`src/hdl/blind_position_move_sequencer_top_macros.svh`:
```
// assertion macros shared by the blind sequencer modules
// no dependencies; included by the files that carry assertions
`ifndef BLIND_POSITION_MOVE_SEQUENCER_TOP_MACROS_SVH
`define BLIND_POSITION_MOVE_SEQUENCER_TOP_MACROS_SVH

// same-cycle implication, checked outside reset
`define BPMS_ASSERT_IMPLIES(lbl, clk, rst, ante, cons, msg) \
   lbl: assert property (@(posedge clk) disable iff (rst) (ante) |-> (cons)) \
      else $error(msg);

// next-cycle implication, checked outside reset
`define BPMS_ASSERT_NEXT(lbl, clk, rst, ante, cons, msg) \
   lbl: assert property (@(posedge clk) disable iff (rst) (ante) |=> (cons)) \
      else $error(msg);

`endif

```
`src/hdl/bpms_pkg.sv`:
```
// shared types and constants for the blind position move sequencer
// no dependencies; imported by every module of the block
package bpms_pkg;

   // fixed point and field widths
   localparam int FRAC_BITS   = 10;
   localparam int FRAC_W      = FRAC_BITS + 1;
   localparam int TIME_W      = 16;
   localparam int DELAY_W     = 10;
   localparam int LEN_W       = TIME_W + 1;
   localparam int PROD_W      = FRAC_W + TIME_W;
   localparam int QUEUE_DEPTH = 2;
   localparam int QCOUNT_W    = 2;
   localparam int CSR_INDEX_W = 3;
   localparam int CSR_DATA_W  = TIME_W;

   localparam logic [FRAC_W-1:0] FRAC_ONE  = FRAC_W'(1) << FRAC_BITS;
   localparam logic [FRAC_W-1:0] FRAC_HALF = FRAC_W'(1) << (FRAC_BITS - 1);

   // configuration reset values
   localparam logic [TIME_W-1:0]  CLOSE_TRAVEL_RESET = TIME_W'(30000);
   localparam logic [TIME_W-1:0]  OPEN_TRAVEL_RESET  = TIME_W'(30000);
   localparam logic [TIME_W-1:0]  ANGLE_CLOSE_RESET  = TIME_W'(1500);
   localparam logic [TIME_W-1:0]  ANGLE_OPEN_RESET   = TIME_W'(1500);
   localparam logic [DELAY_W-1:0] UP_DELAY_RESET     = DELAY_W'(70);
   localparam logic [DELAY_W-1:0] DOWN_DELAY_RESET   = DELAY_W'(140);
   localparam logic [TIME_W-1:0]  FULL_EXTRA_RESET   = TIME_W'(2000);

   typedef enum logic {
      OP_TICK = 1'b0,
      OP_MOVE = 1'b1
   } op_type;

   typedef enum logic [1:0] {
      ST_OK      = 2'd0,
      ST_BAD_ARG = 2'd1,
      ST_BUSY    = 2'd2
   } status_type;

   typedef enum logic [CSR_INDEX_W-1:0] {
      CSR_CLOSE_TRAVEL = 3'd0,
      CSR_OPEN_TRAVEL  = 3'd1,
      CSR_ANGLE_CLOSE  = 3'd2,
      CSR_ANGLE_OPEN   = 3'd3,
      CSR_UP_DELAY     = 3'd4,
      CSR_DOWN_DELAY   = 3'd5,
      CSR_FULL_EXTRA   = 3'd6
   } csr_index_type;

   typedef struct packed {
      op_type              operation;
      logic [FRAC_W-1:0]   target_position;
      logic [FRAC_W-1:0]   target_angle;
   } req_type;

   typedef struct packed {
      logic       motor_power;
      logic       motor_down;
      logic       busy_res;
      status_type status;
   } rsp_type;

   typedef struct packed {
      logic [TIME_W-1:0]  close_travel_ms;
      logic [TIME_W-1:0]  open_travel_ms;
      logic [TIME_W-1:0]  angle_close_ms;
      logic [TIME_W-1:0]  angle_open_ms;
      logic [DELAY_W-1:0] up_stop_delay_ms;
      logic [DELAY_W-1:0] down_stop_delay_ms;
      logic [TIME_W-1:0]  full_extra_ms;
   } cfg_type;

   // one motor segment: direction and length in ms
   typedef struct packed {
      logic             down;
      logic [LEN_W-1:0] len;
   } seg_type;

   // planner result: first segment to run plus the ones waiting behind it
   typedef struct packed {
      logic                          start_valid;
      seg_type                       start;
      seg_type [QUEUE_DEPTH-1:0]     queue;
      logic [QCOUNT_W-1:0]           queue_count;
   } plan_type;

endpackage

```
`src/hdl/bpms_csr.sv`:
```
// configuration register file of the blind sequencer
// depends on bpms_pkg
module bpms_csr
   import bpms_pkg::*;
(
   input  logic                   clock,
   input  logic                   reset,
   input  logic                   csr_write_en,
   input  csr_index_type          csr_index,
   input  logic [CSR_DATA_W-1:0]  csr_wdata,
   output cfg_type                cfg
);

   cfg_type cfg_ff;
   cfg_type cfg_in;

   // register decode
   always_comb begin
      cfg_in = cfg_ff;
      if (csr_write_en) begin
         unique case (csr_index)
            CSR_CLOSE_TRAVEL: cfg_in.close_travel_ms    = csr_wdata;
            CSR_OPEN_TRAVEL:  cfg_in.open_travel_ms     = csr_wdata;
            CSR_ANGLE_CLOSE:  cfg_in.angle_close_ms     = csr_wdata;
            CSR_ANGLE_OPEN:   cfg_in.angle_open_ms      = csr_wdata;
            CSR_UP_DELAY:     cfg_in.up_stop_delay_ms   = csr_wdata[DELAY_W-1:0];
            CSR_DOWN_DELAY:   cfg_in.down_stop_delay_ms = csr_wdata[DELAY_W-1:0];
            CSR_FULL_EXTRA:   cfg_in.full_extra_ms      = csr_wdata;
            default: ;
         endcase
      end
   end

   always_ff @(posedge clock) begin
      if (reset) begin
         cfg_ff.close_travel_ms    <= CLOSE_TRAVEL_RESET;
         cfg_ff.open_travel_ms     <= OPEN_TRAVEL_RESET;
         cfg_ff.angle_close_ms     <= ANGLE_CLOSE_RESET;
         cfg_ff.angle_open_ms      <= ANGLE_OPEN_RESET;
         cfg_ff.up_stop_delay_ms   <= UP_DELAY_RESET;
         cfg_ff.down_stop_delay_ms <= DOWN_DELAY_RESET;
         cfg_ff.full_extra_ms      <= FULL_EXTRA_RESET;
      end else begin
         cfg_ff <= cfg_in;
      end
   end

   assign cfg = cfg_ff;

endmodule

```
`src/hdl/bpms_plan.sv`:
```
// segment planner: lengths of the full, position and angle moves
// depends on bpms_pkg; zero-length segments are dropped here
module bpms_plan
   import bpms_pkg::*;
(
   input  req_type  item,
   input  cfg_type  cfg,
   output plan_type plan
);

   // floor(frac * t / ONE)
   function automatic logic [LEN_W-1:0] scale_frac(input logic [FRAC_W-1:0] frac,
                                                   input logic [TIME_W-1:0] t);
      logic [PROD_W-1:0] prod;
      prod = PROD_W'(frac) * PROD_W'(t);
      return prod[FRAC_BITS+LEN_W-1:FRAC_BITS];
   endfunction

   // subtract the stop delay, floored at zero
   function automatic logic [LEN_W-1:0] floor_sub(input logic [LEN_W-1:0] raw,
                                                  input logic [DELAY_W-1:0] delay);
      logic [LEN_W-1:0] d;
      d = LEN_W'(delay);
      return (raw > d) ? (raw - d) : '0;
   endfunction

   logic [FRAC_W-1:0] pos;
   logic [FRAC_W-1:0] ang;
   logic              upper_half;
   logic              pos_at_end;
   logic              ang_down;
   logic              pos_planned;
   logic              ang_planned;
   logic [LEN_W-1:0]  full_raw;
   logic [LEN_W-1:0]  pos_raw;
   logic [LEN_W-1:0]  ang_raw;
   seg_type           seg_full;
   seg_type           seg_pos;
   seg_type           seg_ang;
   logic              v_full;
   logic              v_pos;
   logic              v_ang;

   assign pos = item.target_position;
   assign ang = item.target_angle;

   // move shape from the target position
   assign upper_half  = pos > FRAC_HALF;
   assign pos_at_end  = upper_half ? (pos == FRAC_ONE) : (pos == '0);
   assign ang_down    = upper_half ^ pos_at_end;
   assign pos_planned = !pos_at_end;
   assign ang_planned = ang_down ? (ang != '0) : (ang != FRAC_ONE);

   // raw lengths, one multiplier each for position and angle
   assign full_raw = (upper_half ? LEN_W'(cfg.close_travel_ms) : LEN_W'(cfg.open_travel_ms))
                     + LEN_W'(cfg.full_extra_ms);
   assign pos_raw  = scale_frac(upper_half ? (FRAC_ONE - pos) : pos,
                                upper_half ? cfg.open_travel_ms : cfg.close_travel_ms);
   assign ang_raw  = scale_frac(ang_down ? ang : (FRAC_ONE - ang),
                                ang_down ? cfg.angle_close_ms : cfg.angle_open_ms);

   // stop delay per direction
   always_comb begin
      seg_full.down = upper_half;
      seg_full.len  = floor_sub(full_raw, upper_half ? cfg.down_stop_delay_ms
                                                     : cfg.up_stop_delay_ms);
      seg_pos.down  = !upper_half;
      seg_pos.len   = floor_sub(pos_raw, upper_half ? cfg.up_stop_delay_ms
                                                    : cfg.down_stop_delay_ms);
      seg_ang.down  = ang_down;
      seg_ang.len   = floor_sub(ang_raw, ang_down ? cfg.down_stop_delay_ms
                                                  : cfg.up_stop_delay_ms);
   end

   assign v_full = seg_full.len != '0;
   assign v_pos  = pos_planned && (seg_pos.len != '0);
   assign v_ang  = ang_planned && (seg_ang.len != '0);

   // pack the nonzero segments: first one starts, the rest queue up in order
   always_comb begin
      plan.start_valid = v_full || v_pos || v_ang;
      plan.start       = v_full ? seg_full : (v_pos ? seg_pos : seg_ang);
      plan.queue[0]    = seg_ang;
      plan.queue[1]    = seg_ang;
      plan.queue_count = '0;
      if (v_full) begin
         if (v_pos) begin
            plan.queue[0]    = seg_pos;
            plan.queue_count = v_ang ? QCOUNT_W'(2) : QCOUNT_W'(1);
         end else begin
            plan.queue_count = v_ang ? QCOUNT_W'(1) : QCOUNT_W'(0);
         end
      end else if (v_pos) begin
         plan.queue_count = v_ang ? QCOUNT_W'(1) : QCOUNT_W'(0);
      end
   end

endmodule

```
`src/hdl/bpms_seq.sv`:
```
// segment runner: relay state, millisecond countdown and pending segments
// depends on bpms_pkg and the assertion macro header
`include "blind_position_move_sequencer_top_macros.svh"

module bpms_seq
   import bpms_pkg::*;
(
   input  logic     clock,
   input  logic     reset,
   input  logic     step,
   input  req_type  item,
   input  plan_type plan,
   output rsp_type  result
);

   logic                      power_ff,  power_in;
   logic                      down_ff,   down_in;
   logic [LEN_W-1:0]          ticks_ff,  ticks_in;
   logic [QCOUNT_W-1:0]       qcount_ff, qcount_in;
   seg_type [QUEUE_DEPTH-1:0] queue_ff,  queue_in;
   logic [LEN_W-1:0]          ticks_dec;
   logic                      bad_arg;
   status_type                status;

   assign ticks_dec = ticks_ff - LEN_W'(1);
   assign bad_arg   = (item.target_position > FRAC_ONE) || (item.target_angle > FRAC_ONE);

   // command, tick and segment hand-over
   always_comb begin
      power_in  = power_ff;
      down_in   = down_ff;
      ticks_in  = ticks_ff;
      qcount_in = qcount_ff;
      queue_in  = queue_ff;
      status    = ST_OK;
      if (step) begin
         if (item.operation == OP_MOVE) begin
            if (bad_arg) begin
               status = ST_BAD_ARG;
            end else if (power_ff) begin
               status = ST_BUSY;
            end else begin
               power_in  = plan.start_valid;
               down_in   = plan.start_valid & plan.start.down;
               ticks_in  = plan.start_valid ? plan.start.len : '0;
               queue_in  = plan.queue;
               qcount_in = plan.queue_count;
            end
         end else if (power_ff) begin
            ticks_in = ticks_dec;
            if (ticks_dec == '0) begin
               if (qcount_ff != '0) begin
                  power_in    = 1'b1;
                  down_in     = queue_ff[0].down;
                  ticks_in    = queue_ff[0].len;
                  queue_in[0] = queue_ff[1];
                  qcount_in   = qcount_ff - QCOUNT_W'(1);
               end else begin
                  power_in = 1'b0;
                  down_in  = 1'b0;
               end
            end
         end
      end
   end

   // control registers
   always_ff @(posedge clock) begin
      if (reset) begin
         power_ff  <= 1'b0;
         down_ff   <= 1'b0;
         ticks_ff  <= '0;
         qcount_ff <= '0;
      end else begin
         power_ff  <= power_in;
         down_ff   <= down_in;
         ticks_ff  <= ticks_in;
         qcount_ff <= qcount_in;
      end
   end

   // pending segment payload
   always_ff @(posedge clock) begin
      queue_ff <= queue_in;
   end

   // result reflects the state after this transfer
   always_comb begin
      result.motor_power = power_in;
      result.motor_down  = down_in;
      result.busy_res    = power_in;
      result.status      = status;
   end

   `BPMS_ASSERT_IMPLIES(a_idle_queue_empty, clock, reset, !power_ff, qcount_ff == '0, "segments pending while motor off")
   `BPMS_ASSERT_IMPLIES(a_running_has_ticks, clock, reset, power_ff, ticks_ff != '0, "motor on with no ticks left")
   `BPMS_ASSERT_IMPLIES(a_down_only_powered, clock, reset, down_ff, power_ff, "direction down while motor off")

endmodule

```
`src/hdl/blind_position_move_sequencer_top.sv`:
```
// Blind position move sequencer. Takes one transfer per clock, ticks and position
// commands alike, while the result side is not stalled, and returns one result
// transfer for each: the transfer is held in the input register, then passes
// through the planner into the result register. The planner path,
// two 11x16 multipliers followed by the stop-delay subtract and segment packing,
// sets the clock period. A command plans up to three segments and starts the first
// at once; each tick counts the running segment down by one millisecond.
// Depends on bpms_pkg, bpms_csr, bpms_plan, bpms_seq and the assertion macro header.
`include "blind_position_move_sequencer_top_macros.svh"

module blind_position_move_sequencer_top
   import bpms_pkg::*;
(
   input  logic                  clock,
   input  logic                  reset,
   input  logic                  req_valid,
   output logic                  req_ready,
   input  req_type               req_data,
   output logic                  rsp_valid,
   input  logic                  rsp_ready,
   output rsp_type               rsp_data,
   input  logic                  csr_write_en,
   input  csr_index_type         csr_index,
   input  logic [CSR_DATA_W-1:0] csr_wdata
);

   logic     in_valid_ff,  in_valid_in;
   req_type  in_item_ff,   in_item_in;
   logic     rsp_valid_ff, rsp_valid_in;
   rsp_type  rsp_ff,       rsp_in;
   logic     advance;
   logic     step;
   cfg_type  cfg;
   plan_type plan;
   rsp_type  result;

   // pipeline flow: the result register frees when taken or empty
   assign advance   = !rsp_valid_ff || rsp_ready;
   assign step      = in_valid_ff && advance;
   assign req_ready = !in_valid_ff || advance;

   always_comb begin
      in_valid_in  = req_ready ? req_valid : in_valid_ff;
      in_item_in   = (req_valid && req_ready) ? req_data : in_item_ff;
      rsp_valid_in = advance ? in_valid_ff : rsp_valid_ff;
      rsp_in       = step ? result : rsp_ff;
   end

   always_ff @(posedge clock) begin
      if (reset) begin
         in_valid_ff  <= 1'b0;
         rsp_valid_ff <= 1'b0;
      end else begin
         in_valid_ff  <= in_valid_in;
         rsp_valid_ff <= rsp_valid_in;
      end
   end

   // payload registers
   always_ff @(posedge clock) begin
      in_item_ff <= in_item_in;
      rsp_ff     <= rsp_in;
   end

   bpms_csr u_csr (
      .clock        (clock),
      .reset        (reset),
      .csr_write_en (csr_write_en),
      .csr_index    (csr_index),
      .csr_wdata    (csr_wdata),
      .cfg          (cfg)
   );

   bpms_plan u_plan (
      .item (in_item_ff),
      .cfg  (cfg),
      .plan (plan)
   );

   bpms_seq u_seq (
      .clock  (clock),
      .reset  (reset),
      .step   (step),
      .item   (in_item_ff),
      .plan   (plan),
      .result (result)
   );

   assign rsp_valid = rsp_valid_ff;
   assign rsp_data  = rsp_ff;

   `BPMS_ASSERT_NEXT(a_step_gives_result, clock, reset, step, rsp_valid_ff, "processed transfer left no result")
   `BPMS_ASSERT_IMPLIES(a_busy_is_power, clock, reset, rsp_valid_ff, rsp_ff.busy_res == rsp_ff.motor_power, "busy and power disagree")
   `BPMS_ASSERT_IMPLIES(a_reject_keeps_power, clock, reset, step && (result.status == ST_BUSY), result.motor_power, "busy reject with motor off")

endmodule
```
`config.mk`:
```
export PLATFORM = sky130hd
export DESIGN_NAME = blind_position_move_sequencer_top
export DESIGN_NICKNAME = d
export VERILOG_FILES = /design/src/hdl/bpms_pkg.sv /design/src/hdl/bpms_csr.sv /design/src/hdl/bpms_plan.sv /design/src/hdl/bpms_seq.sv /design/src/hdl/blind_position_move_sequencer_top.sv
export VERILOG_INCLUDE_DIRS = /design/src /design/src/hdl
export SDC_FILE = /design/constraint.sdc
export NUM_CORES = 1
export LEC_CHECK = 0
export ABC_AREA = 0
export ABC_CLOCK_PERIOD_IN_PS = 20300
export BUFFER_PORTS_ARGS = -buffer_cell sky130_fd_sc_hd__buf_2
export CAP_MARGIN = 15
export CORE_MARGIN = 2
export CORE_UTILIZATION = 60
export CTS_CLUSTER_SIZE = 14
export DETAILED_ROUTE_END_ITERATION = 7
export PLACE_DENSITY = 0.75
export SYNTH_ARGS = -nofsm -noshare
export SYNTH_HDL_FRONTEND = slang
export SYNTH_SLANG_ARGS = --single-unit
```
`constraint.sdc`:
```
create_clock -name clock -period 20.3 [get_ports clock]
set_input_delay 4.06 -clock clock [delete_from_list [all_inputs] [get_ports clock]]
set_output_delay 4.06 -clock clock [all_outputs]
set_load 0.05 [all_outputs]
```
[Word-level counts from Yosys, hierarchy flattened]
Cells that the tools add are included.
Storage, ports and cells
  flip-flop bits (word level): 186
  bits of input ports: 47
  output and inout bits: 7
  word-level logic and storage cells: 146
Operators by class
  add/sub/neg operators: 8
  $mul: 2
  magnitude comparators: 6
  equality and inequality tests: 10
  multiplexer cells: 56
  bitwise logic cells: 5
  reduce and logical (&&, ||, !) cells: 35
Operator list (count)
  $mux W17: 10
  $mux W18: 9
  $mul A11 B16 Y27: 2
  $gt A17 B10 Y1: 3
  $reduce_bool A17 Y1: 3
  $sub A17 B10 Y17: 3
  $mux W16: 3
  $mux W10: 3
  $gt A11 B11 Y1 const B: 2
  $mux W11: 2
  $mux W2: 11
  $sub A11 B11 Y11 const A: 2
  $mux W1: 18
  $add A17 B16 Y17: 1
  $logic_not A17 Y1: 1
  $sub A17 B1 Y17 const B: 1
  $reduce_and A2 Y1: 7
  $eq A11 B11 Y1 const B: 1
  $gt A11 B10 Y1 const B: 1
  $logic_not A11 Y1: 1
  $ne A11 B11 Y1 const B: 1
  $reduce_bool A11 Y1: 1
  $eq A3 B3 Y1 const B: 3
  $reduce_and A4 Y1: 2
  14 further kinds: 31

[Longest topological paths before layout]
Gate-level depths: netlist of the first run.
  word-level depth: 15
  mapped depth: 47
  depth with buffers taken out: 43

[Hierarchy]
A second synthesis of the first run with hierarchy kept.
Second synthesis, totals
  cell total of the unflattened synthesis: 2840
  area total of the unflattened synthesis: 24360.9 µm²
Modules (own cells, without submodules)
  bpms_plan: instances 1, cells an instance 2119, area each 16300.6 µm², seq. area each 0.0 µm²
  bpms_csr: instances 1, cells an instance 367, area each 3930.0 µm², seq. area each 2001.9 µm²
  bpms_seq: instances 1, cells an instance 316, area each 3185.6 µm², seq. area each 1501.4 µm²
  blind_position_move_sequencer_top: instances 1, cells an instance 38, area each 944.7 µm², seq. area each 880.8 µm²

[Worst setup path after synthesis of the first run]
No wires, ideal clock.
  path kind: flip-flop to flip-flop
  start point: reg in_item_ff[11] (netlist name)
  end point: reg u_seq.qcount_ff[0]
  setup time: 128 ps
  arrival time: 10497 ps
  required time: 20172 ps
  slack: 9675 ps
  stages on the path, launching flop included: 44
  buffers on the path: 5
  clock period less this slack: 10625 ps
  cell sequence: edfxtp_1 > clkbuf_1 > clkinv_1 > ha_1 > nor4b_1 > nand2_1 > a21oi_1 > clkbuf_1 > buf_1 > buf_1 > nand2_1 > nand2_1 > nand2_1 > fa_1 > fa_1 > fa_1 > inv_1 > fa_1 > (+8 left out) > ha_1 > inv_1 > fa_1 > a21o_1 > a21oi_1 > xor2_1 > or4b_2 > or4_1 > nand4bb_1 > or3_1 > or4_4 > nand2_4 > inv_2 > buf_6 > ha_1 > mux2_2 > a221oi_1 > nor2_1
On the way
  longest elaborated chain between the ends: 15
  elaborated cells on any way between the ends: 45
  those cells by class: add/sub: 5; mul: 2; order compare: 5; eq/ne: 2; mux: 21; bitwise: 1; reduce/logical: 9
RTL lines
  from (decl): RTL line blind_position_move_sequencer_top.sv:28  | req_type in_item_ff, in_item_in;
  from (signal assigned): RTL line blind_position_move_sequencer_top.sv:61  | in_item_ff <= in_item_in;
  $gt A11 B10 Y1 (tied with other cells): RTL line bpms_plan.sv:48  | assign upper_half = pos > FRAC_HALF;
  $mux W1: RTL line bpms_plan.sv:49  | assign pos_at_end = upper_half ? (pos == FRAC_ONE) : (pos == '0);
  $xor A1 B1 Y1: RTL line bpms_plan.sv:50  | assign ang_down = upper_half ^ pos_at_end;
  $mux W11 or $mux W16 (tied branches): RTL line bpms_plan.sv:59, bpms_plan.sv:60
  $mul A11 B16 Y27: RTL line bpms_plan.sv:15  | prod = PROD_W'(frac) * PROD_W'(t);
  $sub A17 B10 Y17 or $gt A17 B10 Y1 (tied branches): RTL line bpms_plan.sv:24  | return (raw > d) ? (raw - d) : '0;
  $mux W17: RTL line bpms_plan.sv:24
  $reduce_bool A17 Y1: RTL line bpms_plan.sv:77  | assign v_ang = ang_planned && (seg_ang.len != '0);
  $logic_and A1 B1 Y1: RTL line bpms_plan.sv:77
  $mux W1 or $mux W2 (tied branches): RTL line bpms_plan.sv:91, bpms_plan.sv:94, bpms_plan.sv:89
  $mux W2, on equally long branches: RTL line bpms_plan.sv:93, bpms_plan.sv:87
  $mux W2: RTL line bpms_plan.sv:86  | if (v_full) begin
  $mux W2: RTL line bpms_seq.sv:40  | end else if (power_ff) begin
  $mux W2: RTL line bpms_seq.sv:38  | if (bad_arg) begin
  $mux W2: RTL line bpms_seq.sv:37  | if (item.operation == OP_MOVE) begin
  to (signal assigned): RTL line bpms_seq.sv:78  | qcount_ff <= qcount_in;
  to (decl): RTL line bpms_seq.sv:19  | logic [QCOUNT_W-1:0] qcount_ff, qcount_in;
Several ways; a longest one is shown, not always the timed one. The select of a mux whose other input is x is not followed.
A chain may end at the register's enable or synchronous reset.

[Final worst setup path of the first run]
Same ends and word-level chain as after synthesis.

==> results by group, run 1 <==
Run status
  • Status: complete, no violations

Floorplan
  • DIE WIDTH: 203 um
  • Core area: 38800 um2
  • Initial Util: 0.610
  • Die ar.: 41100 um2
  • # rows: 72
  • Die H: 203 um
  • I/O pin total: 54

Global route
  • First-pass GRT wire length: 115000 um
  • Vias in the first global route: 20700
  • GRT Util Overall: 0.360
  • Largest net degree at the start of global routing: 101
  • Initial antenna violation count: 0
  • Total grt overflow: 0

Detailed routing
  • Iteration count of the initial detailed-routing pass: 5
  • Via-per-instance ratio: 6.08
  • Via count: 20900
  • Post-route antenna net violation count: 0
  • Drt wl/cell: 21.0 um
  • DRT iter0 DRCs: 1752
  • Final wirelength: 72000 um
  • Remaining routing DRC violations: 0

Clocking
  • Clock latency on the worst-skew pair: 0.48 ns
  • Maximum root-to-sink buffer count: 2
  • H-Tree Depth: 4
  • CTS tree: done
  • Num Clock Sinks: 186
  • CTS Root Cell: clkbuf_16
  • Setup bufs post-CTS: 0
  • Reg clk slew, reported paths: 0.08 ns
  • PostCTS Resize Cnt: 0
  • Number of CTS-inserted buffers: 17
  • Hold-fix buffers at CTS: 0

Synthesis
  • Synth async-reset ratio: 0
  • Seq/Total Area, Yosys: 0.184
  • Yosys cell types: 94
  • Primary FF master, synth: dfxtp_1
  • Post-synthesis cell count: 2913
  • Ys Warns: 0
  • Net Count, Synth: 3388
  • Synthesized area: 23700 um2
  • Post-synth EDFFs: 63
  • Syn Area/Cell: 8.14 um2
  • Leading area contributor after synthesis: fa_1
  • Number of synthesized register bits: 186
  • Post-synth top area share: 0.213
  • Synth top area cells: fa_1 21%, dfxtp_1 10%, nand2_1 9.8%

Critical path
  • Most used cell, CP: fa_1
  • CP Data Required Time: 20.65 ns
  • Setup CP Type: flip-flop to flip-flop
  • Slowest stage delay, CP: 0.65 ns
  • Crit. End Element: flip-flop
  • Critical path arrival: 13.03 ns
  • Slowest-stage cell, CP: buf_4
  • Startpoint types: flip-flop
  • Worst Path Max Fanout: 49
  • Reg2Reg Depth: 42

Cells and area
  • Multi-input gate area: 17700 um2
  • Fill cells: 3445
  • Commonest non-fill, non-tap cells in the layout: 617 x nand2_1, 317 x inv_1, 252 x fa_1
  • Nets@finish: 3372
  • Register Area: 4350 um2
  • Layout area overhead: 5.36%
  • Diode count: 0
  • Fraction of layout cells with a size suffix above 1: 0.0615
  • Commonest non-fill, non-tap cell in the layout: nand2_1

Placed design
  • Port Buf Inserts: 53
  • GP Congestion: 1.00
  • HPWL Detailed: 57500 um

STA
  • Max-Slew Margin vs Limit: 0.183
  • Final Cycle Share: 0.625
  • Max Transition Viols Final: 0
  • RSZ-0062 raised after global routing: no
  • Least-Margin Pin Slew: 1.22 ns
  • Minimum clock period after layout: 12.68 ns
  • Setup Total Neg Slack: 0 ns
  • Clock Skew: 0.0171 ns
  • Setup violators final: 0
  • Fmax: 0.0789 GHz
  • Hold Fails Final Rpt: 0

Worst hold path
  • Worst hold stages: 2
  • Worst hold path class: flip-flop to flip-flop

Run
  • Max_cap viols: 0
-- cell families (layout without fill, tap and decap cells) --
| family | Yosys count | in the layout | synth area share |
|---|---|---|---|
| flip-flops | 186 | 186 | 0.184 |
| buffers and inverters | 431 | 428 | 0.0698 |
| XOR/XNOR | 117 | 117 | 0.0446 |
| AO/OA/AOI/OAI | 476 | 476 | 0.129 |
| AND/OR/NAND/NOR | 1180 | 1180 | 0.226 |
| multiplexers | 95 | 95 | 0.0416 |
| adder cells (fa/ha/maj) | 428 | 428 | 0.306 |
-- final timing paths --
check / start / endpoint / slack [ns]
hold / removal: u_csr.cfg[65] / u_csr.cfg[65] / 0.46
setup / recovery: in_item_ff[11] / u_seq.qcount_ff[0] / 7.62
hold reg to reg: u_csr.cfg[65] / u_csr.cfg[65] / 0.46
setup reg to reg: in_item_ff[11] / u_seq.qcount_ff[0] / 7.62
-- sequential cells by signal, summed over array words and instances (netlist names) --
name and count:
u_seq.down_ff 1, u_seq.qcount_ff 2, u_csr.cfg 100, u_seq.power_ff 1
in_valid_ff 1, u_seq.ticks_ff 17, in_item_ff 23, rsp_valid 1
u_seq.queue_ff 36, rsp_data 4
-- routing by layer --
metal,routed length (um),vias up,track usage
met1,30400,10100,0.484
met2,32600,972,0.579
met3,6360,144,0.0690
met5,0,-,0
met4,2650,0,0.140
li1,-,9627,-
-- layout make-up --
cell class,instances,area share
multi-input cells,2296,0.709
clock buffers,18,0.0180
repair buffers,75,0.0175
clock inverters,14,0.00651
flip-flops and latches,186,0.174
inverters,321,0.0482
well taps,518,0.0260
-- metrics by stage --
stage / cells / utilization / cell area, um2 / worst slack, ns / hold WS [ns]
after floorplan: 2913 / - / 23700 / 9.68 / 0.433
after global placement: 3392 / 0.626 / 24300 / 7.85 / 0.440
after detailed placement: 3394 / 0.627 / 24300 / 7.68 / 0.443
after CTS: 3426 / 0.643 / 25000 / 7.68 / 0.456
after global routing: 3428 / 0.643 / 25000 / 6.77 / 0.480
final: 3428 / 0.643 / 25000 / 7.62 / 0.457
-- synth_stat cells (all sizes together), types with 7 or more instances --
library cell and number:
fa 252, o31ai 17, nor3b 7, or4 7, nand2b 24, and3 21, xnor2 74, a211oi 19
o21a 23, o21bai 10, dfxtp 123, or2 10, a22oi 12, nor2b 25, nand3b 46, buf 18
nand4 21, mux2i 67, a21o 41, nor3 40, inv 319, clkbuf 92, nor2 242, nor4 14
ha 176, and4 7, o211ai 8, nand3 37, and2 34, nand2 618, a21oi 185, xor2 42
a31oi 19, mux2 28, o21ai 77, edfxtp 63
-- worst max-delay path: cells and delay by family (launching register included) --
kind            cells  cell delay (ns)
fa+ha+maj           9             3.83
simple gates       13             3.14
compound gates     11             3.10
buf+inv             6             1.31
flops               1             0.55
xor+xnor            2             0.32
mux                 1             0.26
Power of run 1 is not shown: default switching activity piles up to over one toggle a cycle in this logic, so the estimate is an artifact.
==> run 2: changes to the inputs <==
--- a/config.mk
+++ b/config.mk
@@ -7,14 +7,14 @@
 export NUM_CORES = 1
 export LEC_CHECK = 0
 export ABC_AREA = 0
-export ABC_CLOCK_PERIOD_IN_PS = 20300
+export ABC_CLOCK_PERIOD_IN_PS = 10360
 export BUFFER_PORTS_ARGS = -buffer_cell sky130_fd_sc_hd__buf_2
 export CAP_MARGIN = 15
 export CORE_MARGIN = 2
-export CORE_UTILIZATION = 60
+export CORE_UTILIZATION = 59
 export CTS_CLUSTER_SIZE = 14
 export DETAILED_ROUTE_END_ITERATION = 7
-export PLACE_DENSITY = 0.75
+export PLACE_DENSITY = 0.77
 export SYNTH_ARGS = -nofsm -noshare
 export SYNTH_HDL_FRONTEND = slang
 export SYNTH_SLANG_ARGS = --single-unit
==> constraint.sdc (replaced) <==
create_clock -name clock -period 10.36 [get_ports clock]
set_input_delay 2.072 -clock clock [delete_from_list [all_inputs] [get_ports clock]]
set_output_delay 2.072 -clock clock [all_outputs]
set_load 0.05 [all_outputs]
==> run 2 against run 1 <==
Effect of this change:
- core utilization up 2.2 points
- hold slack better by 0.0024 ns
- via count up 3.8%
- first-iteration DRC count up 18%
- routed wire length up 3.5%
- design area up 5.9%
- cell count up 4.3%
- fmax up 25%
- critical path type unchanged
- largest cell class unchanged
- critical path depth down 5
- clock skew down 0.00089 ns
- critical endpoint is now u_seq.ticks_ff[3]
==> results by group, run 2 (same netlist as run 1, synthesis figures left out) <==
Run status
  • Status: complete, no violations

Detailed routing
  • Post-route antenna net violation count: 0 (unchanged)
  • Remaining routing DRC violations: 0 (unchanged)
  • Via-per-instance ratio: 6.05 (-0.49%)
  • Final wirelength: 74600 um (+3.5%)
  • Via count: 21700 (+3.8%)
  • Iteration count of the initial detailed-routing pass: 6 (+1)
  • Drt wl/cell: 20.9 um (-0.77%)
  • DRT iter0 DRCs: 2069 (+18%)

Cells and area
  • Fill cells: 3398 (-1.4%)
  • Commonest non-fill, non-tap cell in the layout: nand2_1
  • Max reg flops: 100 (unchanged)
  • Nets@finish: 3514 (+4.2%)
  • Commonest non-fill, non-tap cells in the layout: 611 x nand2_1, 316 x inv_1, 249 x fa_1
  • Layout area overhead: 11.6%
  • Fraction of layout cells with a size suffix above 1: 0.121 (+0.0597)
  • Diode count: 0 (unchanged)
  • Core Util, Final: 0.666 (+0.0224)
  • Number of standard cells in the final layout excluding fillers: 3577 (+4.3%)

Critical path
  • Worst Path Max Fanout: 25 (-49%)
  • Critical path arrival: 10.46 ns (-2.57 ns)
  • Family with the most delay on the worst path: adder cells
  • CP Data Required Time: 10.70 ns (-9.95 ns)
  • Reg2Reg Depth: 37 (-12%)
  • Startpoint types: flip-flop
  • Buffer and inverter count on the worst path: 8 (+2)
  • Reg2Reg Setup Slack: 0.25 ns (-7.37 ns)
  • Most used cell, CP: inv_1
  • Setup CP Type: flip-flop to flip-flop
  • Slowest stage delay, CP: 0.61 ns (-0.04 ns)
  • Crit. End Element: flip-flop
  • Reg2Reg Launch Point: in_item_ff[15]
  • Reg2Reg Capture Point: u_seq.ticks_ff[3]
  • Slowest-stage cell, CP: or4b_2

Floorplan
  • I/O pin total: 54 (unchanged)
  • # rows: 73 (+1.4%)
  • Initial Util: 0.597 (-0.0139)
  • Core area: 39700 um2 (+2.3%)
  • Die ar.: 41800 um2 (+1.7%)
  • DIE WIDTH: 204 um (+0.83%)
  • Die H: 204 um (+0.83%)

Worst hold path
  • Hold EP: u_csr.cfg[49]
  • Worst hold stages: 2 (unchanged)
  • Worst hold path class: flip-flop to flip-flop
  • Hold_sp: u_csr.cfg[49]

Clocking
  • H-Tree Depth: 4 (unchanged)
  • Num Clock Sinks: 186 (unchanged)
  • Maximum root-to-sink buffer count: 2 (unchanged)
  • Reg clk slew, reported paths: 0.09 ns (about the same)
  • CTS tree: done
  • CTS Root Cell: clkbuf_16
  • Clock latency on the worst-skew pair: 0.48 ns (about the same)
  • Number of CTS-inserted buffers: 17 (unchanged)

Placed design
  • HPWL Detailed: 60000 um (+4.3%)
  • Post-Place Cells: 3513 (+3.5%)
  • GP Congestion: 1.00 (about the same)
  • Port Buf Inserts: 53 (unchanged)

STA
  • Fmax: 0.0989 GHz (+25%)
  • Max Transition Viols Final: 0 (unchanged)
  • Setup violators final: 0 (unchanged)
  • Clock Skew: 0.0162 ns (-0.000894 ns)
  • Hold Fails Final Rpt: 0 (unchanged)
  • Least-Margin Pin Slew: 1.19 ns (-0.0338 ns)
  • Setup Total Neg Slack: 0 ns (unchanged)
  • Min Hold Slack: 0.459 ns (+0.00237 ns)
  • Minimum clock period after layout: 10.11 ns (-2.57 ns)
  • Final Cycle Share: 0.976 (+0.352)
  • Max-Slew Margin vs Limit: 0.206 (+0.0223)

Global route
  • Vias in the first global route: 21400 (+3.1%)
  • GRT Util Overall: 0.361 (about the same)
  • Total grt overflow: 0 (unchanged)
  • Largest net degree at the start of global routing: 101 (unchanged)
  • Initial antenna violation count: 0 (unchanged)
  • First-pass GRT wire length: 116000 um (+1.1%)

Run
  • Max_cap viols: 0 (unchanged)
==> run 2: cell count changes in the layout (fill, tap and decap cells not counted), moves of 4 or more <==
cell	change
buf_4	+132
xor2_2	+4
xor2_1	-4
a21oi_1	-9
nand2_1	-6
o21ai_0	-7
ha_1	-6
nand2_2	+6
o21ai_1	+7
inv_6	-4
a21oi_2	+9
ha_2	+5
==> run 2: area by class of cell <==
cell class | count | area (um2) | share of cell area
Sequential cell | 186 | 4350 | 0.165
Inverter | 321 | 1200 | 0.0456
Timing Repair Buffer | 215 | 1560 | 0.0591
Multi-Input combinational cell | 2298 | 18000 | 0.681
Clock inverter | 15 | 233 | 0.00880
Tap cell | 525 | 657 | 0.0248
Clock buffer | 17 | 425 | 0.0161
==> run 2: how the worst max path moves through the flow <==
stage | startpoint | end | cells past startpoint
after floorplan | in_item_ff[11] | u_seq.qcount_ff[0] | 44
after global placement | in_item_ff[11] | u_seq.ticks_ff[1] | 39
after detailed placement | in_item_ff[11] | u_seq.qcount_ff[0] | 39
after CTS | in_item_ff[11] | u_seq.qcount_ff[0] | 39
after global routing | in_item_ff[15] | u_seq.qcount_ff[0] | 38
final | in_item_ff[15] | u_seq.ticks_ff[3] | 37
==> run 2: stage by stage <==
step           area (um2)  setup WS [ns]
3_3_place_gp        25200         0.0773
6_report            26400          0.247
4_1_cts             25900        -0.0284
3_5_place_dp        25200         -0.133
5_1_grt             26400        -0.0681
2_1_floorplan       23700         0.0264
==> run 2: what timing repair did <==
action                                  CTS  global route
endpoints found under the setup margin   12            41
cloned                                    0             3
pin swaps                                 0            21
hold buffers                              0             0
resized for setup                         4            70
setup buffers                             0            28
==> run 2: worst min-delay path, stage by stage, from the launching register on <==
cell     delay (ns)
dfxtp_1        0.32
nand2_1        0.05
a21oi_1        0.05
==> run 2: metal layers <==
metal	track usage	up-vias	wire, um
met4	0.130	0	2810
met5	0	-	0
met3	0.0545	173	5820
met2	0.601	1011	34800
met1	0.477	10500	31100
li1	-	9931	-
Power of run 2 is left out for the same reason.
